**config.mk**
```make
export PLATFORM = sky130hd
export DESIGN_NAME = lru_free_list_manager_core
export DESIGN_NICKNAME = d
export VERILOG_FILES = /design/src/rtl/lrufl_pkg.sv /design/src/rtl/lru_free_list_manager_core.sv /design/src/rtl/lrufl_ram.sv
export SDC_FILE = /design/constraint.sdc
export NUM_CORES = 1
export LEC_CHECK = 0
export BUFFER_PORTS_ARGS = -buffer_cell sky130_fd_sc_hd__buf_4
export CAP_MARGIN = 20
export CORE_ASPECT_RATIO = 0.75
export CORE_MARGIN = 2
export CORE_UTILIZATION = 65
export CTS_CLUSTER_DIAMETER = 80
export DETAILED_ROUTE_END_ITERATION = 7
export PLACE_DENSITY = 0.8
export SLEW_MARGIN = 20
export SYNTH_ARGS = -nofsm -noshare
export SYNTH_HDL_FRONTEND = slang
export SYNTH_SLANG_ARGS = --single-unit
export TNS_END_PERCENT = 30
```
**constraint.sdc**
```tcl
create_clock -name clk -period 8.9 [get_ports clk]
set_input_delay 0.89 -clock clk [delete_from_list [all_inputs] [get_ports clk]]
set_output_delay 0.89 -clock clk [all_outputs]
set_load 0.03 [all_outputs]
```
**src/rtl/lrufl_pkg.sv**
```systemverilog
// ----------------------------------------------------------------------------
// lrufl_pkg
// Types and codes shared by the free list manager modules.
// ----------------------------------------------------------------------------
`default_nettype none

package lrufl_pkg;

  localparam int unsigned IDX_W = 6;

  localparam logic [1:0] KIND_TAIL   = 2'd0;
  localparam logic [1:0] KIND_HEAD   = 2'd1;
  localparam logic [1:0] KIND_REMOVE = 2'd2;

  localparam logic STATUS_DONE   = 1'b0;
  localparam logic STATUS_ABSENT = 1'b1;

  typedef struct packed {
    logic [1:0]       kind;
    logic [IDX_W-1:0] buffer_index;
  } lrufl_cmd_t;

  typedef struct packed {
    logic             status;
    logic             list_empty;
    logic [IDX_W-1:0] first_buffer;
    logic [IDX_W-1:0] last_buffer;
  } lrufl_rsp_t;

  typedef enum logic [3:0] {
    ST_IDLE   = 4'b0001,
    ST_UNLINK = 4'b0010,
    ST_LINK_A = 4'b0100,
    ST_LINK_B = 4'b1000
  } lrufl_state_t;

endpackage

`default_nettype wire

```
**src/rtl/lru_free_list_manager_core.sv**
```systemverilog
// ----------------------------------------------------------------------------
// lru_free_list_manager_core
// Circular doubly linked LRU free list over a pool of numbered buffers.
// ----------------------------------------------------------------------------
// Usage:
//   A command transaction (cmd.kind, cmd.buffer_index) is taken at a clock
//   edge where start is high and busy is low. kind selects insert at tail,
//   insert at head (most recently used) or remove; an insert of a member
//   first unlinks it. Every command gives exactly one result transaction:
//   done is high for one cycle with result holding the status, the empty
//   flag and the first and last buffers of the list after the command.
//   Timing: the link memories are read in the accept cycle, the unlink is
//   written in ST_UNLINK, and an insert then writes the new links in
//   ST_LINK_A and ST_LINK_B, since each link memory has one write port. busy
//   is high in ST_UNLINK and, for an insert, in ST_LINK_A and ST_LINK_B;
//   done rises at the edge where busy falls, and no new command is taken before.
//   The sentinel's links live in registers, the buffer links in two RAMs.
//   Reset leaves the list empty and clears all membership flags; the link
//   RAMs are not cleared, no clearing pass is needed.
//   The receiver cannot stall: result is valid only in the done cycle.
// ----------------------------------------------------------------------------
`default_nettype none

module lru_free_list_manager_core
  import lrufl_pkg::*;
#(
  parameter int unsigned BUFFERS = 64
) (
  input  wire logic       clk,
  input  wire logic       rst,
  input  wire logic       start,
  output logic            busy,
  input  wire lrufl_cmd_t cmd,
  output logic            done,
  output lrufl_rsp_t      result
);

  localparam int unsigned LW  = $clog2(BUFFERS + 1);
  localparam int unsigned MF  = (BUFFERS < 64) ? BUFFERS : 64;
  localparam int unsigned MIW = $clog2(MF);
  localparam logic [LW-1:0] SENT = LW'(BUFFERS);

  lrufl_state_t state, state_next;

  logic [1:0]       kind_q;
  logic [IDX_W-1:0] buf_q;
  logic             in_pool_q;
  logic             hit_q;

  logic [LW-1:0] head_next, head_next_next;
  logic [LW-1:0] head_prev, head_prev_next;
  logic [MF-1:0] member, member_next;

  logic       done_next;
  lrufl_rsp_t result_calc;

  logic          accept;
  logic          in_pool_c;
  logic [LW-1:0] rd_next, rd_prev;
  logic [LW-1:0] buf_addr;
  logic [MIW-1:0] buf_m;

  logic          nx_we, pv_we;
  logic [LW-1:0] nx_waddr, nx_wdata, pv_waddr, pv_wdata;

  assign busy      = (state != ST_IDLE);
  assign accept    = start && !busy;
  assign in_pool_c = ({26'd0, cmd.buffer_index} < 32'(BUFFERS));
  assign buf_addr  = LW'(buf_q);
  assign buf_m     = buf_q[MIW-1:0];

  lrufl_ram #(.WIDTH(LW), .DEPTH(BUFFERS + 1)) u_next_ram (
    .clk   (clk),
    .we    (nx_we),
    .waddr (nx_waddr),
    .wdata (nx_wdata),
    .re    (accept),
    .raddr (LW'(cmd.buffer_index)),
    .rdata (rd_next)
  );

  lrufl_ram #(.WIDTH(LW), .DEPTH(BUFFERS + 1)) u_prev_ram (
    .clk   (clk),
    .we    (pv_we),
    .waddr (pv_waddr),
    .wdata (pv_wdata),
    .re    (accept),
    .raddr (LW'(cmd.buffer_index)),
    .rdata (rd_prev)
  );

  always_comb begin
    state_next     = state;
    head_next_next = head_next;
    head_prev_next = head_prev;
    member_next    = member;
    done_next      = 1'b0;
    nx_we          = 1'b0;
    nx_waddr       = '0;
    nx_wdata       = '0;
    pv_we          = 1'b0;
    pv_waddr       = '0;
    pv_wdata       = '0;
    unique case (state)
      ST_IDLE: begin
        if (start) begin
          state_next = ST_UNLINK;
        end
      end
      ST_UNLINK: begin
        // link data of the buffer arrived from the read in the accept cycle
        if (hit_q) begin
          if (rd_prev == SENT) begin
            head_next_next = rd_next;
          end else begin
            nx_we    = 1'b1;
            nx_waddr = rd_prev;
            nx_wdata = rd_next;
          end
          if (rd_next == SENT) begin
            head_prev_next = rd_prev;
          end else begin
            pv_we    = 1'b1;
            pv_waddr = rd_next;
            pv_wdata = rd_prev;
          end
          member_next[buf_m] = 1'b0;
        end
        if (in_pool_q && (kind_q == KIND_TAIL || kind_q == KIND_HEAD)) begin
          state_next = ST_LINK_A;
        end else begin
          state_next = ST_IDLE;
          done_next  = 1'b1;
        end
      end
      ST_LINK_A: begin
        nx_we    = 1'b1;
        nx_waddr = buf_addr;
        pv_we    = 1'b1;
        pv_waddr = buf_addr;
        if (kind_q == KIND_TAIL) begin
          nx_wdata = SENT;
          pv_wdata = head_prev;
        end else begin
          nx_wdata = head_next;
          pv_wdata = SENT;
        end
        state_next = ST_LINK_B;
      end
      ST_LINK_B: begin
        if (kind_q == KIND_TAIL) begin
          if (head_prev == SENT) begin
            head_next_next = buf_addr;
          end else begin
            nx_we    = 1'b1;
            nx_waddr = head_prev;
            nx_wdata = buf_addr;
          end
          head_prev_next = buf_addr;
        end else begin
          if (head_next == SENT) begin
            head_prev_next = buf_addr;
          end else begin
            pv_we    = 1'b1;
            pv_waddr = head_next;
            pv_wdata = buf_addr;
          end
          head_next_next = buf_addr;
        end
        member_next[buf_m] = 1'b1;
        state_next = ST_IDLE;
        done_next  = 1'b1;
      end
      default: begin
        state_next = ST_IDLE;
      end
    endcase
  end

  always_comb begin
    result_calc.status       = (kind_q == KIND_REMOVE && !hit_q) ? STATUS_ABSENT
                                                                 : STATUS_DONE;
    result_calc.list_empty   = (head_next_next == SENT);
    result_calc.first_buffer = result_calc.list_empty ? '0 : IDX_W'(head_next_next);
    result_calc.last_buffer  = result_calc.list_empty ? '0 : IDX_W'(head_prev_next);
  end

  always_ff @(posedge clk) begin
    if (rst) begin
      state     <= ST_IDLE;
      head_next <= SENT;
      head_prev <= SENT;
      member    <= '0;
      done      <= 1'b0;
    end else begin
      state     <= state_next;
      head_next <= head_next_next;
      head_prev <= head_prev_next;
      member    <= member_next;
      done      <= done_next;
    end
  end

  always_ff @(posedge clk) begin
    if (accept) begin
      kind_q    <= cmd.kind;
      buf_q     <= cmd.buffer_index;
      in_pool_q <= in_pool_c;
      // the unused kind never unlinks anything
      hit_q     <= in_pool_c && member[cmd.buffer_index[MIW-1:0]] &&
                   (cmd.kind == KIND_TAIL || cmd.kind == KIND_HEAD ||
                    cmd.kind == KIND_REMOVE);
    end
    if (done_next) begin
      result <= result_calc;
    end
  end

`ifndef SYNTH
  a_head_tail_agree: assert property (@(posedge clk) disable iff (rst)
    (head_next == SENT) == (head_prev == SENT))
    else $error("head and tail links disagree on empty list");

  a_members_vs_empty: assert property (@(posedge clk) disable iff (rst)
    ($countones(member) == 0) == (head_next == SENT))
    else $error("membership flags disagree with list links");

  a_done_single: assert property (@(posedge clk) disable iff (rst)
    done |=> !done)
    else $error("more than one result for a transaction");

  a_done_after_busy: assert property (@(posedge clk) disable iff (rst)
    done |-> $past(busy))
    else $error("result without a transaction in flight");

  a_accept_busy: assert property (@(posedge clk) disable iff (rst)
    (start && !busy) |=> busy)
    else $error("accepted transaction did not start work");
`endif

endmodule

`default_nettype wire

```
**src/rtl/lrufl_ram.sv**
```systemverilog
// ----------------------------------------------------------------------------
// lrufl_ram
// Simple dual port RAM, one write and one read port, registered read data.
// ----------------------------------------------------------------------------
`default_nettype none

module lrufl_ram #(
  parameter int unsigned WIDTH = 7,
  parameter int unsigned DEPTH = 65
) (
  input  wire logic                     clk,
  input  wire logic                     we,
  input  wire logic [$clog2(DEPTH)-1:0] waddr,
  input  wire logic [WIDTH-1:0]         wdata,
  input  wire logic                     re,
  input  wire logic [$clog2(DEPTH)-1:0] raddr,
  output logic      [WIDTH-1:0]         rdata
);

  logic [WIDTH-1:0] mem [DEPTH];

  always_ff @(posedge clk) begin
    if (we) begin
      mem[waddr] <= wdata;
    end
    if (re) begin
      rdata <= mem[raddr];
    end
  end

endmodule

`default_nettype wire

```
Yosys cells after proc, flatten, opt, wreduce, memory -nomap -nowiden
Memory sizes are Yosys's and may differ from the RTL's. A register that Yosys moved wholly into a read port is not among the register bits.
Cells that the tools add are included.
{"block": "totals", "regBits": 106, "ramBits": 910, "inputBits": 11, "out_inout_bits": 16, "word_cells": 111, "n_memories": 2}
{"block": "classes", "order_cmp": 3, "n_eq_ne": 18, "muxes": 58, "bitwise_logic": 3, "reduce_logical": 14}
{"memory": "u_next_ram.mem", "words": 65, "width": 7, "rd": 1, "rd_ports_with_merged_regs": 1, "write_ports": 1, "line_no": "lrufl_ram.sv:20", "source": "logic [WIDTH-1:0] mem [DEPTH];"}
{"memory": "u_prev_ram.mem", "words": 65, "width": 7, "rd": 1, "rd_ports_with_merged_regs": 1, "write_ports": 1, "line_no": "lrufl_ram.sv:20"}
{"op": "7-bit two-way mux", "n": 22}
{"op": "64-bit case mux with 2 select lines", "n": 1}
{"op": "7-bit case mux with 3 select lines", "n": 4}
{"op": "64-bit AND", "n": 1}
{"op": "64-bit two-way mux", "n": 1}
{"op": "64-bit NOT", "n": 1}
{"op": "64-bit OR", "n": 1}
{"op": "7-bit equality test (second input constant)", "n": 5}
{"op": "7-bit case mux with 2 select lines", "n": 2}
{"op": "6-bit two-way mux", "n": 4}
{"op": "1-bit two-way mux", "n": 16}
{"op": "6-bit by 7-bit < comparator with 1-bit output (second input constant)", "n": 2}
{"op": "4-bit case mux with 3 select lines", "n": 1}
{"op": "1-bit binary-select mux with 6-bit select", "n": 1}
{"op": "1-bit demux with 6-bit select", "n": 1}
{"op": "6-bit by 1-bit greater-or-equal comparator with 1-bit output (second input constant)", "n": 1}
{"op": "2-bit != test (second input constant)", "n": 3}
{"op": "1-bit case mux with 3 select lines", "n": 2}
{"op": "2-bit by 1-bit equality test with 1-bit output (second input constant)", "n": 2}
{"op": "2-bit equality test (second input constant)", "n": 2}
{"op": "4-bit by 1-bit equality test with 1-bit output (second input constant)", "n": 1}
{"op": "4-bit by 2-bit equality test with 1-bit output (second input constant)", "n": 1}
{"op": "4-bit by 3-bit equality test with 1-bit output (second input constant)", "n": 1}
{"op": "4-bit equality test (second input constant)", "n": 1}
{"op": "other kinds (12)", "n": 19}

Depth between registers and ports, before layout
{"block": "logic_depth", "ltp_word": 8, "ltp_mapped": 8, "ltp_nobuf": 6}

Cells and area by module
A second synthesis with hierarchy kept.
{"block": "unflattened", "hier_cells": 2225, "hier_area_um2": 41573.6}
{"mod": "lrufl_ram", "instances": 2, "cells_each": 818, "area_each_um2": 18044.8, "seq_area_each_um2": 13873.3}
{"mod": "lru_free_list_manager_core", "instances": 1, "cells_each": 589, "area_each_um2": 5484.0, "seq_area_each_um2": 2352.3}

Worst setup path before layout
OpenSTA, ideal clock, no wires.
{"block": "synth_timing", "kind": "register to register", "startpoint": "register state[3]", "endpoint": "memory u_prev_ram.mem[0][0] (data pin)", "setup_ps": 702, "arrival_time_ps": 3773, "t_required_ps": 8198, "setup_slack_ps": 4425, "stages_incl_launch_ff": 5, "path_buffers": 1, "period_less_slack_ps": 4475, "cell_sequence": "dfxtp_1 > nor4b_2 > clkbuf_1 > nand2_1 > o21ai_0"}
{"block": "synth_between", "elab_chain_cells": 2, "word_cells_on_any_way": 4, "cone_classes": "eq/ne: 3; mux: 1"}
{"item": "start: declaration", "line_no": "lru_free_list_manager_core.sv:43", "source": "lrufl_state_t state, state_next;"}
{"item": "start signal: assignment", "line_no": "lru_free_list_manager_core.sv:196", "source": "state <= state_next;"}
{"item": "4-bit equality test, or another cell as far along", "line_no": "lru_free_list_manager_core.sv:104", "source": "unique case (state)"}
{"item": "7-bit case mux with 3 select lines (*)", "line_no": "lru_free_list_manager_core.sv:104"}
{"item": "named net pv_wdata[0]", "line_no": "lru_free_list_manager_core.sv:64", "source": "logic [LW-1:0] nx_waddr, nx_wdata, pv_waddr, pv_wdata;"}
{"item": "end: declaration", "line_no": "lrufl_ram.sv:20"}
Mark *: on every way through the listed nets, which the timed path passes. The rest lies on a longest branch.

Worst setup path in the final report
{"block": "layout_timing", "startpoint": "register state[0]", "endpoint": "memory u_prev_ram.mem[34][5] (enable)"}
{"block": "layout_between", "elab_chain_cells": 4, "word_cells_on_any_way": 7, "cone_classes": "eq/ne: 3; mux: 4"}
{"item": "4-bit equality test, or another cell as far along", "line_no": "lru_free_list_manager_core.sv:104"}
{"item": "1-bit case mux with 3 select lines", "line_no": "lru_free_list_manager_core.sv:104"}
{"item": "1-bit two-way mux", "line_no": "lrufl_ram.sv:23", "source": "if (we) begin"}
{"item": "1-bit two-way mux (not written as such)", "line_no": "lrufl_ram.sv:24", "source": "mem[waddr] <= wdata;"}
Parallel ways exist; a longest one is shown, timed or not.

==> impl_metrics.csv <==
group,metric,value,unit
status,status,"finished, final reports clean",
timing,layout_setup_ws,4.639,ns
die,start_util,0.6545,
worst_hold_path,hold_path_depth,1,
placed_design,dpl.hpwl,53830,um
clock_network,cts-root-buf,"clkbuf_16",
synth,async_flop_share,0,
detailed_routing,met2_length,46600,um
timing,rsz0062_at_grt,"false",
detailed_routing,drtPass1Iterations,6,
detailed_routing,routedWlPerCell,32.83,um
timing,clock_skew,0.04489,ns
detailed_routing,viasPerCell,7.125,
timing,period_share,0.4788,
grt,grt_pass1_vias,20790,
timing,final_max_slew_viol_count,0,
die,fp.coreArea,61780,um2
timing,whs,0.4132,ns
cells_and_area,fin_nets,2088,
placed_design,routabilityCongestion,0.9379,
clock_network,h-tree-depth,3,
clock_network,cts_sinks,1016,
detailed_routing,drtIter0Drc,3167,
critical_path,path_class,"reg2reg",
grt,grt_max_degree,110,
cells_and_area,final_common_cell,"edfxtp_1",
timing,fin_setup_tns,0,ns
cells_and_area,mostFrequentLayoutCells,"933 x edfxtp_1, 300 x mux4_2, 208 x nor2_1",
timing,tightest_slew,1.206,ns
synth,synth_top_family_by_area,"multiplexers",
cells_and_area,drive_above_1_share,0.2454,
timing,max_freq,0.2347,GHz
cells_and_area,layout-area-overhead-vs-synth,10.42,%
placed_design,dp_slack,4.336,ns
synth,synth_warnings,0,
worst_hold_path,hold_path.class,"in2reg",
critical_path,cp.required,9.18,ns
detailed_routing,ant_nets,0,
grt,grt_usage,0.3096,
critical_path,startpoint_type,"register",
detailed_routing,dr_wl_met3,10380,um
grt,grt_antenna_before_repair,1,
die,io_pins,27,
power_and_ir_drop,pwr-share-comb,0.034,
clock_network,clk_pin_slew,0.07,ns
clock_network,clkLatencyLatePin,0.68,ns
power_and_ir_drop,ir_drop,0.2829,mV
detailed_routing,drt-met1-wl,36490,um
synth,synth_xor_area_frac,0.0002166,
power_and_ir_drop,p_leak,12.96,nW
die,rows,79,
synth,synth-seq-cells,1016,
detailed_routing,wirelength,97280,um
clock_network,tritoncts,"yes",
grt,grt_overflow,0,
synth,synth_mux_area_frac,0.1823,
run,cap_violations,0,
detailed_routing,vias,21110,
critical_path,ff2ff_path_depth,6,
timing,fin_crit,4.261,ns
clock_network,post_cts_buffers,0,
synth,syn_inst,2050,
clock_network,clk_path_buf_depth,3,
synth,synth-simple-area-share,0.04886,
power_and_ir_drop,clock_power_share,0.427,
placed_design,port_buffers,26,
power_and_ir_drop,p_switching,2.026,mW
clock_network,cts_resized,0,
power_and_ir_drop,switching_share,0.2106,
synth,synthAdderAreaFrac,0,
power_and_ir_drop,p_per_area,215.5,nW/um2
critical_path,arrival,4.54,ns
critical_path,worst-path-max-fanout,15,
clock_network,hold_buffers,0,
detailed_routing,top_layer,"met4",
clock_network,numCtsBuffers,92,
power_and_ir_drop,internal-power,7.596,mW
grt,grt_pass1_wl,142500,um
detailed_routing,drcViolationCount,0,
critical_path,end_kind,"register",
synth,ys_types,60,
synth,synth-edff-count,933,
synth,ys.flop_type,"edfxtp_1",
synth,syn-cell-area,40430,um2
synth,synth-compound-area-share,0.02333,
die,die_h,220.0,um
synth,yosysSeqAreaShare,0.7340,
timing,max-slew-margin-rel,0.1937,
synth,synth_nets,2061,
die,fp.dieW,292.0,um
synth,syn_avg_cell_area,19.72,um2
timing,final-setup-viol-count,0,
die,die_area,64240,um2
power_and_ir_drop,p_seq_frac,0.539,
timing,hold_viol,0,
## cell families after synthesis
logic type      after synthesis
buf+inv                     116
simple gates                427
flops                      1016
xor+xnor                      1
mux                         361
compound gates              129
## state kept, by name (all words and copies together), names as in the netlist, named ones only
register / cells
u_next_ram.mem: 448
buf_m: 6
u_prev_ram.rdata: 7
head_next: 7
done: 1
hit_q: 1
head_prev: 7
result: 14
state: 4
u_prev_ram.mem: 448
kind_q: 2
u_next_ram.rdata: 7
## routing by layer
metal	GRT usage	vias to the layer above
li1	-	8441
met1	0.4384	10960
met2	0.4863	1431
met3	0.06838	281
met4	0.1129	0
met5	0	-
## synthesized netlist by cell type (2+ instances only)
cell type | number | area (um2)
dfxtp_1 | 83 | 1662
or4b_1 | 5 | 50.05
nor4b_4 | 2 | 47.55
a22oi_1 | 36 | 270.3
buf_2 | 15 | 75.07
edfxtp_1 | 933 | 28020
buf_1 | 13 | 48.80
inv_1 | 4 | 15.01
mux4_2 | 300 | 6756
nor4b_2 | 2 | 30.03
nor4_1 | 3 | 18.77
o211ai_1 | 3 | 22.52
and2_1 | 10 | 62.56
a221oi_1 | 7 | 61.31
nor3_1 | 5 | 25.02
o21ai_0 | 21 | 105.1
o221ai_1 | 2 | 17.52
nor2b_1 | 20 | 125.1
nor3b_1 | 5 | 37.54
mux2i_1 | 60 | 600.6
o21bai_1 | 2 | 15.01
nand2_1 | 112 | 420.4
or3_1 | 11 | 68.82
a222oi_1 | 2 | 20.02
and3_1 | 2 | 12.51
or2_2 | 4 | 25.02
a221oi_2 | 2 | 30.03
nor4bb_1 | 2 | 20.02
nand3_1 | 18 | 90.09
or4b_2 | 2 | 20.02
nand4_1 | 2 | 12.51
clkbuf_1 | 83 | 311.6
a21oi_1 | 24 | 120.1
nor2_1 | 210 | 788.3
a221o_1 | 16 | 160.2
nor2_2 | 3 | 18.77
o31ai_1 | 3 | 22.52
## critical path, stage by stage (launching register included)
cell and delay (ns):
dfxtp_1 0.55, or4b_1 0.60, nor2_2 0.21, a222oi_1 0.66, o31a_1 0.42, nand3_1 0.58, nor2_1 0.85
## final timing paths
| kind | from | end | slack (ns) |
|---|---|---|---|
| setup / recovery | state[0] | u_prev_ram.mem[34][5] | 4.64 |
| hold / removal | cmd[6] | kind_q[0] | 0.41 |
| setup reg to reg | state[0] | u_prev_ram.mem[34][5] | 4.64 |
| hold reg to reg | register | register | 0.49 |
## power groups by stage
stage | Combinational [mW] | Sequential [mW] | Clock (mW)
after global placement | 0.310 | 5.29 | 0
after detailed placement | 0.317 | 5.29 | 0
final | 0.323 | 5.19 | 4.11
after global routing | 0.340 | 5.19 | 4.29
after floorplan | 0.233 | 5.28 | 0
after CTS | 0.322 | 5.19 | 4.13
## layout make-up
| cell class | count | area [um2] |
|---|---|---|
| Antenna cell | 1 | 2.502 |
| Clock buffer | 114 | 2416 |
| Clock inverter | 55 | 671.9 |
| Fill cell | 3380 | 17130 |
| Inverter | 4 | 15.01 |
| Multi-Input combinational cell | 918 | 10480 |
| Sequential cell | 1016 | 29680 |
| Tap cell | 810 | 1013 |
| Timing Repair Buffer | 45 | 369.1 |
## per-stage QoR
stage                     cells  total power, mW  cell area (um2)  utilization
final                      2963            9.622            44650       0.7227
after CTS                  2962            9.639            44580       0.7215
after global placement     2793            5.600            41480       0.6715
after floorplan            2050            5.508            40430            -
after global routing       2962            9.821            44640       0.7226
after detailed placement   2793            5.607            41490       0.6716
Note: power is estimated with default switching activity, not from simulation.
